`src/sv/hnt_pkg.sv`:
```
`default_nettype none

package hnt_pkg;

    typedef enum logic [2:0] {
        PH_HEAD   = 3'd0,
        PH_FRAME  = 3'd1,
        PH_CRC_LO = 3'd2,
        PH_CRC_HI = 3'd3,
        PH_TAIL   = 3'd4,
        PH_IDLE   = 3'd5
    } tx_phase_t;

    localparam logic [7:0]  FLAG_BYTE  = 8'h7E;
    localparam logic [7:0]  BYTE_MASK  = 8'hFF;
    localparam logic [15:0] CRC_POLY   = 16'h8408;
    localparam logic [15:0] CRC_PRESET = 16'hFFFF;
    localparam logic [2:0]  STUFF_RUN  = 3'd5;
    localparam logic [3:0]  BYTE_BITS  = 4'd8;

    localparam logic [7:0]  CFG_HEAD_FLAGS = 8'd0;
    localparam logic [7:0]  CFG_TAIL_FLAGS = 8'd1;

    localparam logic [7:0]  HEAD_FLAGS_RESET = 8'd1;
    localparam logic [7:0]  TAIL_FLAGS_RESET = 8'd1;

endpackage

`default_nettype wire

```
`src/sv/hdlc_nrzi_transmitter.sv`:
```
`default_nettype none
// Each result beat is registered: it is valid in the cycle after its input beat is accepted.
// Throughput: one input beat per cycle while s_ready is high; one result beat per input beat.
// The output register frees as the result is taken, so s_ready follows m_ready.
// Reset (synchronous, active low): idle, CRC preset, level_now low (the m_line_* output
// registers are not reset), head_flags and tail_flags back to 1.

module hdlc_nrzi_transmitter (
    input  wire logic       aclk,
    input  wire logic       aresetn,

    input  wire logic       cfg_valid,
    output logic            cfg_ready,
    input  wire logic [7:0] cfg_index,
    input  wire logic [7:0] cfg_data,

    input  wire logic       s_valid,
    output logic            s_ready,
    input  wire logic       s_queue_empty,
    input  wire logic       s_queue_one_left,
    input  wire logic [7:0] s_queue_byte,

    output logic            m_valid,
    input  wire logic       m_ready,
    output logic            m_line_level,
    output logic            m_line_active,
    output logic            m_pop_byte
);

    logic [7:0] head_flags_reg;
    logic [7:0] tail_flags_reg;

    hnt_pkg::tx_phase_t tx_phase_reg, tx_phase_next;
    logic [7:0]  shift_byte_reg, shift_byte_next;
    logic [3:0]  bits_sent_reg, bits_sent_next;
    logic [2:0]  ones_run_reg, ones_run_next;
    logic [15:0] crc_acc_reg, crc_acc_next;
    logic [15:0] crc_hold_reg, crc_hold_next;
    logic [7:0]  flags_left_reg, flags_left_next;
    logic        level_now_reg, level_now_next;
    logic        byte_is_flag_reg, byte_is_flag_next;

    logic        m_valid_reg;
    logic        line_level_reg;
    logic        line_active_reg;
    logic        pop_byte_reg;

    logic        active;
    logic        popped;
    logic        data;
    logic        fb;
    logic        s_accept;

    assign cfg_ready     = 1'b1;
    assign s_ready       = !m_valid_reg || m_ready;
    assign s_accept      = s_valid && s_ready;
    assign m_valid       = m_valid_reg;
    assign m_line_level  = line_level_reg;
    assign m_line_active = line_active_reg;
    assign m_pop_byte    = pop_byte_reg;

    always_comb begin
        tx_phase_next     = tx_phase_reg;
        shift_byte_next   = shift_byte_reg;
        bits_sent_next    = bits_sent_reg;
        ones_run_next     = ones_run_reg;
        crc_acc_next      = crc_acc_reg;
        crc_hold_next     = crc_hold_reg;
        flags_left_next   = flags_left_reg;
        level_now_next    = level_now_reg;
        byte_is_flag_next = byte_is_flag_reg;
        active            = 1'b1;
        popped            = 1'b0;
        data              = 1'b0;
        fb                = 1'b0;

        if (ones_run_reg == hnt_pkg::STUFF_RUN && !byte_is_flag_reg) begin
            ones_run_next = 3'd0;
        end else begin
            if (bits_sent_reg >= hnt_pkg::BYTE_BITS) begin
                bits_sent_next = 4'd0;
                unique case (tx_phase_reg)
                    hnt_pkg::PH_HEAD: begin
                        flags_left_next = flags_left_reg - 8'd1;
                        if (flags_left_next == 8'd0) begin
                            if (s_queue_empty) begin
                                shift_byte_next   = hnt_pkg::FLAG_BYTE;
                                byte_is_flag_next = 1'b1;
                                tx_phase_next     = hnt_pkg::PH_IDLE;
                            end else begin
                                shift_byte_next   = s_queue_byte;
                                byte_is_flag_next = 1'b0;
                                popped            = 1'b1;
                                crc_acc_next      = hnt_pkg::CRC_PRESET;
                                ones_run_next     = 3'd0;
                                tx_phase_next     = hnt_pkg::PH_FRAME;
                            end
                        end else begin
                            shift_byte_next   = hnt_pkg::FLAG_BYTE;
                            byte_is_flag_next = 1'b1;
                        end
                    end
                    hnt_pkg::PH_FRAME: begin
                        if (s_queue_empty) begin
                            crc_hold_next     = crc_acc_reg;
                            shift_byte_next   = crc_acc_reg[7:0] ^ hnt_pkg::BYTE_MASK;
                            byte_is_flag_next = 1'b0;
                            tx_phase_next     = hnt_pkg::PH_CRC_HI;
                        end else begin
                            shift_byte_next   = s_queue_byte;
                            byte_is_flag_next = 1'b0;
                            popped            = 1'b1;
                            if (s_queue_one_left) begin
                                tx_phase_next = hnt_pkg::PH_CRC_LO;
                            end
                        end
                    end
                    hnt_pkg::PH_CRC_LO: begin
                        crc_hold_next     = crc_acc_reg;
                        shift_byte_next   = crc_acc_reg[7:0] ^ hnt_pkg::BYTE_MASK;
                        byte_is_flag_next = 1'b0;
                        tx_phase_next     = hnt_pkg::PH_CRC_HI;
                    end
                    hnt_pkg::PH_CRC_HI: begin
                        shift_byte_next   = crc_hold_reg[15:8] ^ hnt_pkg::BYTE_MASK;
                        byte_is_flag_next = 1'b0;
                        tx_phase_next     = hnt_pkg::PH_TAIL;
                        flags_left_next   = tail_flags_reg + 8'd1;
                    end
                    hnt_pkg::PH_TAIL: begin
                        if (!s_queue_empty) begin
                            tx_phase_next   = hnt_pkg::PH_HEAD;
                            flags_left_next = 8'd1;
                        end else begin
                            flags_left_next = flags_left_reg - 8'd1;
                            if (flags_left_next == 8'd0) begin
                                tx_phase_next = hnt_pkg::PH_IDLE;
                            end
                        end
                        shift_byte_next   = hnt_pkg::FLAG_BYTE;
                        byte_is_flag_next = 1'b1;
                    end
                    default: begin
                        if (!s_queue_empty) begin
                            tx_phase_next     = hnt_pkg::PH_HEAD;
                            flags_left_next   = head_flags_reg;
                            shift_byte_next   = hnt_pkg::FLAG_BYTE;
                            byte_is_flag_next = 1'b1;
                        end else begin
                            tx_phase_next  = hnt_pkg::PH_IDLE;
                            bits_sent_next = hnt_pkg::BYTE_BITS;
                            active         = 1'b0;
                        end
                    end
                endcase
            end
            if (active) begin
                data = shift_byte_next[0];
                if (data) begin
                    ones_run_next = ones_run_next + 3'd1;
                end
                shift_byte_next = {1'b0, shift_byte_next[7:1]};
                bits_sent_next  = bits_sent_next + 4'd1;
                fb              = crc_acc_next[0] ^ data;
                crc_acc_next    = {1'b0, crc_acc_next[15:1]}
                                ^ (fb ? hnt_pkg::CRC_POLY : 16'd0);
            end
        end

        if (active && !data) begin
            level_now_next = !level_now_reg;
            ones_run_next  = 3'd0;
        end
    end

    always_ff @(posedge aclk) begin
        if (!aresetn) begin
            head_flags_reg   <= hnt_pkg::HEAD_FLAGS_RESET;
            tail_flags_reg   <= hnt_pkg::TAIL_FLAGS_RESET;
            tx_phase_reg     <= hnt_pkg::PH_IDLE;
            shift_byte_reg   <= 8'd0;
            bits_sent_reg    <= hnt_pkg::BYTE_BITS;
            ones_run_reg     <= 3'd0;
            crc_acc_reg      <= hnt_pkg::CRC_PRESET;
            crc_hold_reg     <= 16'd0;
            flags_left_reg   <= 8'd0;
            level_now_reg    <= 1'b0;
            byte_is_flag_reg <= 1'b1;
            m_valid_reg      <= 1'b0;
        end else begin
            if (cfg_valid && cfg_ready) begin
                unique case (cfg_index)
                    hnt_pkg::CFG_HEAD_FLAGS: head_flags_reg <= cfg_data;
                    hnt_pkg::CFG_TAIL_FLAGS: tail_flags_reg <= cfg_data;
                    default: ;
                endcase
            end
            if (s_accept) begin
                tx_phase_reg     <= tx_phase_next;
                shift_byte_reg   <= shift_byte_next;
                bits_sent_reg    <= bits_sent_next;
                ones_run_reg     <= ones_run_next;
                crc_acc_reg      <= crc_acc_next;
                crc_hold_reg     <= crc_hold_next;
                flags_left_reg   <= flags_left_next;
                level_now_reg    <= level_now_next;
                byte_is_flag_reg <= byte_is_flag_next;
                m_valid_reg      <= 1'b1;
            end else if (m_ready) begin
                m_valid_reg <= 1'b0;
            end
        end
    end

    always_ff @(posedge aclk) begin
        if (s_accept) begin
            line_level_reg  <= level_now_next;
            line_active_reg <= active;
            pop_byte_reg    <= popped;
        end
    end

endmodule

`default_nettype wire

```
`config.mk`:
```
export PLATFORM = sky130hd
export DESIGN_NAME = hdlc_nrzi_transmitter
export DESIGN_NICKNAME = d
export VERILOG_FILES = /design/src/sv/hnt_pkg.sv /design/src/sv/hdlc_nrzi_transmitter.sv
export SDC_FILE = /design/constraint.sdc
export NUM_CORES = 1
export LEC_CHECK = 0
export ABC_AREA = 1
export BUFFER_PORTS_ARGS = -buffer_cell sky130_fd_sc_hd__clkbuf_2
export CAP_MARGIN = 30
export CORE_MARGIN = 2
export CORE_UTILIZATION = 50
export DETAILED_ROUTE_END_ITERATION = 12
export HOLD_SLACK_MARGIN = 0.02
export PLACE_DENSITY = 0.69
export SYNTH_ARGS = -nofsm -noshare
export SYNTH_HDL_FRONTEND = slang
export SYNTH_SLANG_ARGS = --single-unit
```
`constraint.sdc`:
```
create_clock -name aclk -period 2.9 [get_ports aclk]
set_input_delay 0.435 -clock aclk [delete_from_list [all_inputs] [get_ports aclk]]
set_output_delay 0.435 -clock aclk [all_outputs]
set_load 0.005 [all_outputs]
```
After elaboration in Yosys (flattened, before gate mapping)
Cells that the tools add are included.

Equal/unequal tests: 12. Magnitude comparators: 1. $add $sub $neg: 4. Reduce and logical (&&, ||, !) cells: 24. Multiplexer cells: 58. Bitwise logic cells: 7.

Operators with widths (number): $mux W16 (8); $mux W8 (9); $mux W3 (16); $pmux W8 S5 (1); $pmux W16 S2 (1); $pmux W8 S4 (1); $mux W4 (5); $logic_not A8 Y1 (2); $not A8 Y8 (2); $xor A15 B16 Y16 (1); $pmux W3 S5 (1); $mux W1 (14); $reduce_and A5 Y1 (2); $add A8 B1 Y8 const B (1); $eq A8 B1 Y1 const B (1); $sub A8 B1 Y8 const B (1); $eq A3 B2 Y1 const B (2); $eq A3 B3 Y1 const B (2); $ne A3 B3 Y1 const B (2); $reduce_and A2 Y1 (3); $reduce_and A6 Y1 (1); $reduce_or A5 Y1 (1); $add A4 B1 Y4 const B (1); $ge A4 B4 Y1 const B (1); 17 further kinds (27).

Register bits: 80. Input port bits: 31. Word-level logic and storage cells: 121. Output and inout bits: 6.

Logic depth before layout (Yosys ltp)
Depth after elaboration: 11. Depth in mapped cells: 18. Depth with buffers taken out: 18.

Worst setup path before layout
No wires, ideal clock.

Kind: flip-flop to flip-flop. Start point: register flags_left_reg[0]. End point: register ones_run_reg[1]. Stages on the path, launching flop included: 17. Setup slack: 0.660 ns. Clock period less this slack: 2.240 ns. Data required time: 2.768 ns. Arrival time: 2.107 ns. Library setup time: 0.132 ns. Path through: dfxtp_1 inv_1 ha_1 inv_1 nor2_1 nor2_1 nand2_1 nor2_4 nand3_2 nor2_4 nand4_4 nand2_1 inv_1 ha_1 nand3b_1 nand3_1 a21oi_1.

Word-level cells in the longest chain between the ends: 11. Elaborated cells on any way between the ends: 19.

RTL lines: start: declaration (RTL line hdlc_nrzi_transmitter.sv:39) `logic [7:0] flags_left_reg, flags_left_next;`; start signal: assignment (RTL line hdlc_nrzi_transmitter.sv:205) `flags_left_reg <= flags_left_next;`; $sub A8 B1 Y8 (*) (RTL line hdlc_nrzi_transmitter.sv:84) `flags_left_next = flags_left_reg - 8'd1;`; $logic_not A8 Y1 (*) (RTL line hdlc_nrzi_transmitter.sv:85) `if (flags_left_next == 8'd0) begin`; $mux W3 or $mux W8 (tied branches) (RTL line hdlc_nrzi_transmitter.sv:85); $mux W3 or $pmux W8 S5 (tied branches) (RTL line hdlc_nrzi_transmitter.sv:82) `unique case (tx_phase_reg)`; $mux W3 or $mux W8 (tied branches) (RTL line hdlc_nrzi_transmitter.sv:80) `if (bits_sent_reg >= hnt_pkg::BYTE_BITS) begin`; $mux W3 or $mux W8 (tied branches) (RTL line hdlc_nrzi_transmitter.sv:77) `if (ones_run_reg == hnt_pkg::STUFF_RUN && !byte_is_flag_reg) begin`; $add A3 B1 Y3 or $mux W1 (tied branches) (RTL line hdlc_nrzi_transmitter.sv:160, hdlc_nrzi_transmitter.sv:157); $mux W3 or $mux W1 (tied branches) (RTL line hdlc_nrzi_transmitter.sv:159, hdlc_nrzi_transmitter.sv:77); $mux W3 or $logic_not A1 Y1 (tied branches) (RTL line hdlc_nrzi_transmitter.sv:157, hdlc_nrzi_transmitter.sv:170); $mux W3 or $logic_and A1 B1 Y1 (tied branches) (RTL line hdlc_nrzi_transmitter.sv:77, hdlc_nrzi_transmitter.sv:170); $mux W3 (*) (RTL line hdlc_nrzi_transmitter.sv:170) `if (active && !data) begin`; end signal: assignment (RTL line hdlc_nrzi_transmitter.sv:202) `ones_run_reg <= ones_run_next;`; end: declaration (RTL line hdlc_nrzi_transmitter.sv:36) `logic [2:0] ones_run_reg, ones_run_next;`.

Every way passes the cells marked *; elsewhere a longest branch is shown, timed or not. The select of a mux whose other input is x is not followed. A chain may end at the register's enable or synchronous reset.

Worst setup path in the final report
Ends and elaborated chain as after synthesis.

==> out/qor.yml <==
clock_tree:
  cts_hold_buffers: 0
  numCtsBuffers: 9
  path_clk_slew_ns: 0.07
  htreeDepth: 3
  cts_setup_buffers: 0
  cts.repair.resized: 0
  cts_tree: "built"
  cts.sinks: 72
  clk_path_buf_depth: 2
  worstSkewPairLatency_ns: 0.35
  cts_root_buf: "clkbuf_8"
grt:
  grt_max_degree: 38
  grtUsageTotal_pct: 25.6
  grt_pass1_vias: 3670
  antenna_found_initial: 0
  grt_pass1_wl_mm: 17.5
  grt.overflow.total: 0
worst_setup_path:
  required_ns: 3.12
  r2r_start: "flags_left_reg[0]"
  reg2reg_to: "ones_run_reg[1]"
  criticalPathCategory: "register to register"
  rrSetupSlack_ns: 0.48
  cp.arrival_ns: 2.64
  crit_path_end_kind: "register"
  reg2reg_depth: 16
  crit_fanout: 6
  critPathLaunchType: "register"
timing:
  rsz0062_at_grt: "false"
  slew_viol_final: 0
  worstMarginPinSlew_ns: 0.629
  whs_ns: 0.315
  setup_viol: 0
  hold_viol_final: 0
  clock_skew_ns: 0.0116
  fmax_ghz: 0.413
  slew_headroom_pct: 57.9
  finalCritPeriodShare_pct: 83.5
  period_needed_ns: 2.42
  fin_setup_tns_ns: 0
final_layout:
  num_antenna_cells: 0
  seq_area_sq_um: 1470
  fin_cells: 710
  fin_nets: 639
  syn_to_final_growth_pct: 11.9
  drive_gt1_share_pct: 15.5
  largest_reg_flops: 16
  multi_input_area_sq_um: 2110
  fill_cells: 749
pwr:
  ir_drop_v: 0.000310
  cellLeakagePower_nw: 2.06
  power.density_nw_per_um2: 562
synthesis:
  syn_nets: 606
  synthCells: 570
  ys_warn_count: 0
  synth_seq_cells: 72
  synth-edff-count: 3
  ys_seq_area_share_pct: 36.8
  yosys_most_used_dff: "dfxtp_1"
  syn_area_per_cell_sq_um: 7.02
  syn-cell-area_sq_um: 4000
  async_flop_share_pct: 0
  synth_cell_types: 46
route:
  drtPass1Iterations: 4
  final_antenna_net_count: 0
  wl_per_cell_microns: 14.9
  routed_wl_mm: 10.6
  vias_per_cell: 5.55
  drt-initial-drc-count: 137
  num_vias: 3941
  drc_errors: 0
run:
  drv_cap: 0
floorplan:
  core_area_sq_um: 7730
  boundaryPins: 37
  die_w_microns: 93.5
  start_util_pct: 51.8
  dieHeight_microns: 93.5
  rows: 32
  dieArea_sq_um: 8730
run_status:
  status: "completed"
placement:
  gp_congestion: 0.912
  portBuffers: 35
  dp_cells: 694
  dp_hpwl_mm: 7.57
min_path:
  hold_end: "head_flags_reg[0]"
  hold-path-cell-count: 3
  hp-class: "input port to register"
  hold_path.startpoint: "cfg_data[0]"
[metal layers]
metal  vias up  wire [microns]  global-route usage, %
li1       1990               -                      -
met1      1816            4540                   30.4
met2       108            5240                   44.6
met3        27             492                   5.64
met4         0             288                   10.0
met5         -               0                      0
[worst max-delay path, stage by stage (launching register included)]
cell and delay (ns):
dfxtp_1 0.35, inv_1 0.10, ha_1 0.26, inv_1 0.07
nor2_1 0.06, nor2_1 0.17, nand2_1 0.12, nor2_4 0.14
nand3_2 0.09, nor2_4 0.13, nand4_4 0.09, nand2_1 0.10
inv_1 0.05, ha_1 0.27, nand3b_1 0.15, nand3_1 0.09
a21oi_1 0.06
[cells by family after synthesis]
| family | after synthesis | share of synthesized area (%) |
|---|---|---|
| other | 1 | 0.0937 |
| and+or+nand+nor | 224 | 26.9 |
| buffers and inverters | 106 | 10.5 |
| DFF | 72 | 36.8 |
| adders and majority gates | 5 | 1.56 |
| AOI/OAI and AO/OA | 161 | 24.0 |
| xor gates and xnor gates | 1 | 0.219 |
[stage by stage]
| step | total power [mW] | area (sq um) | setup WS (ns) | utilization [%] |
|---|---|---|---|---|
| 4_1_cts | 2.52 | 4480 | 0.489 | 57.9 |
| 3_3_place_gp | 1.67 | 4270 | 0.605 | 55.2 |
| 3_5_place_dp | 1.68 | 4270 | 0.523 | 55.2 |
| 5_1_grt | 2.65 | 4480 | 0.252 | 57.9 |
| 2_1_floorplan | 1.53 | 4000 | 0.660 | - |
| 6_report | 2.52 | 4480 | 0.479 | 57.9 |
[cells in the final DEF (no fill, tap or decap), types with 2 or more instances in the layout]
| cell | Yosys | layout |
|---|---|---|
| clkbuf_1 | 12 | 3 |
| o221ai_1 | 17 | 17 |
| nor2_4 | 4 | 4 |
| nand2_1 | 111 | 111 |
| dfxtp_1 | 69 | 69 |
| nand3b_1 | 2 | 2 |
| nand4_1 | 5 | 5 |
| o22ai_1 | 4 | 4 |
| clkbuf_8 | 0 | 10 |
| nor3_1 | 3 | 3 |
| a21oi_1 | 58 | 58 |
| nand3_2 | 4 | 4 |
| inv_1 | 77 | 77 |
| ha_1 | 5 | 5 |
| o2111ai_1 | 3 | 3 |
| a211oi_1 | 3 | 3 |
| inv_2 | 7 | 7 |
| a31oi_1 | 5 | 5 |
| edfxtp_1 | 3 | 3 |
| o21ai_0 | 46 | 46 |
| nand2_2 | 8 | 8 |
| o211ai_1 | 15 | 15 |
| nand3_1 | 25 | 25 |
| nor2_1 | 47 | 47 |
| o21ai_1 | 4 | 4 |
| nor3_4 | 2 | 2 |
| or2_2 | 3 | 3 |
| buf_4 | 1 | 8 |
| clkbuf_2 | 0 | 35 |
| nor2_2 | 4 | 4 |
[worst max path at each step]
stage                                  from               to  slack (ns)  cells after the start
final                     flags_left_reg[0]  ones_run_reg[1]        0.48                     16
after global routing      flags_left_reg[0]  crc_acc_reg[10]        0.25                     18
after CTS                 flags_left_reg[0]  ones_run_reg[1]        0.49                     16
after detailed placement  flags_left_reg[0]  ones_run_reg[1]        0.52                     16
after global placement    flags_left_reg[0]  ones_run_reg[1]        0.61                     16
after floorplan           flags_left_reg[0]  ones_run_reg[1]        0.66                     16
[synth_stat cells, types with 5 or more instances]
cell,number,area (sq um)
nand3_1,25,125
o221ai_1,17,149
nand2_1,111,417
o21ai_0,46,230
a21oi_1,58,290
nand2_2,8,50.1
o211ai_1,15,113
clkbuf_1,12,45.0
inv_1,77,289
inv_2,7,26.3
nand4_1,5,31.3
buf_2,6,30.0
nor2_1,47,176
ha_1,5,62.6
a31oi_1,5,31.3
dfxtp_1,69,1380
[power breakdown]
group          internal, mW  switching (mW)  total [mW]
clock                 0.474           0.375       0.848
sequential             1.07          0.0519        1.12
combinational         0.187           0.362       0.549
total                  1.73           0.788        2.52
[area by class of cell]
cell class / instances / share of cell area, %
Clock inverter: 2 / 0.783
Clock buffer: 14 / 3.89
Sequential cell: 72 / 32.9
Multi-Input combinational cell: 392 / 47.2
Tap cell: 102 / 2.85
Timing Repair Buffer: 43 / 5.26
Inverter: 85 / 7.18
Note: power is estimated with default switching activity, not from simulation.
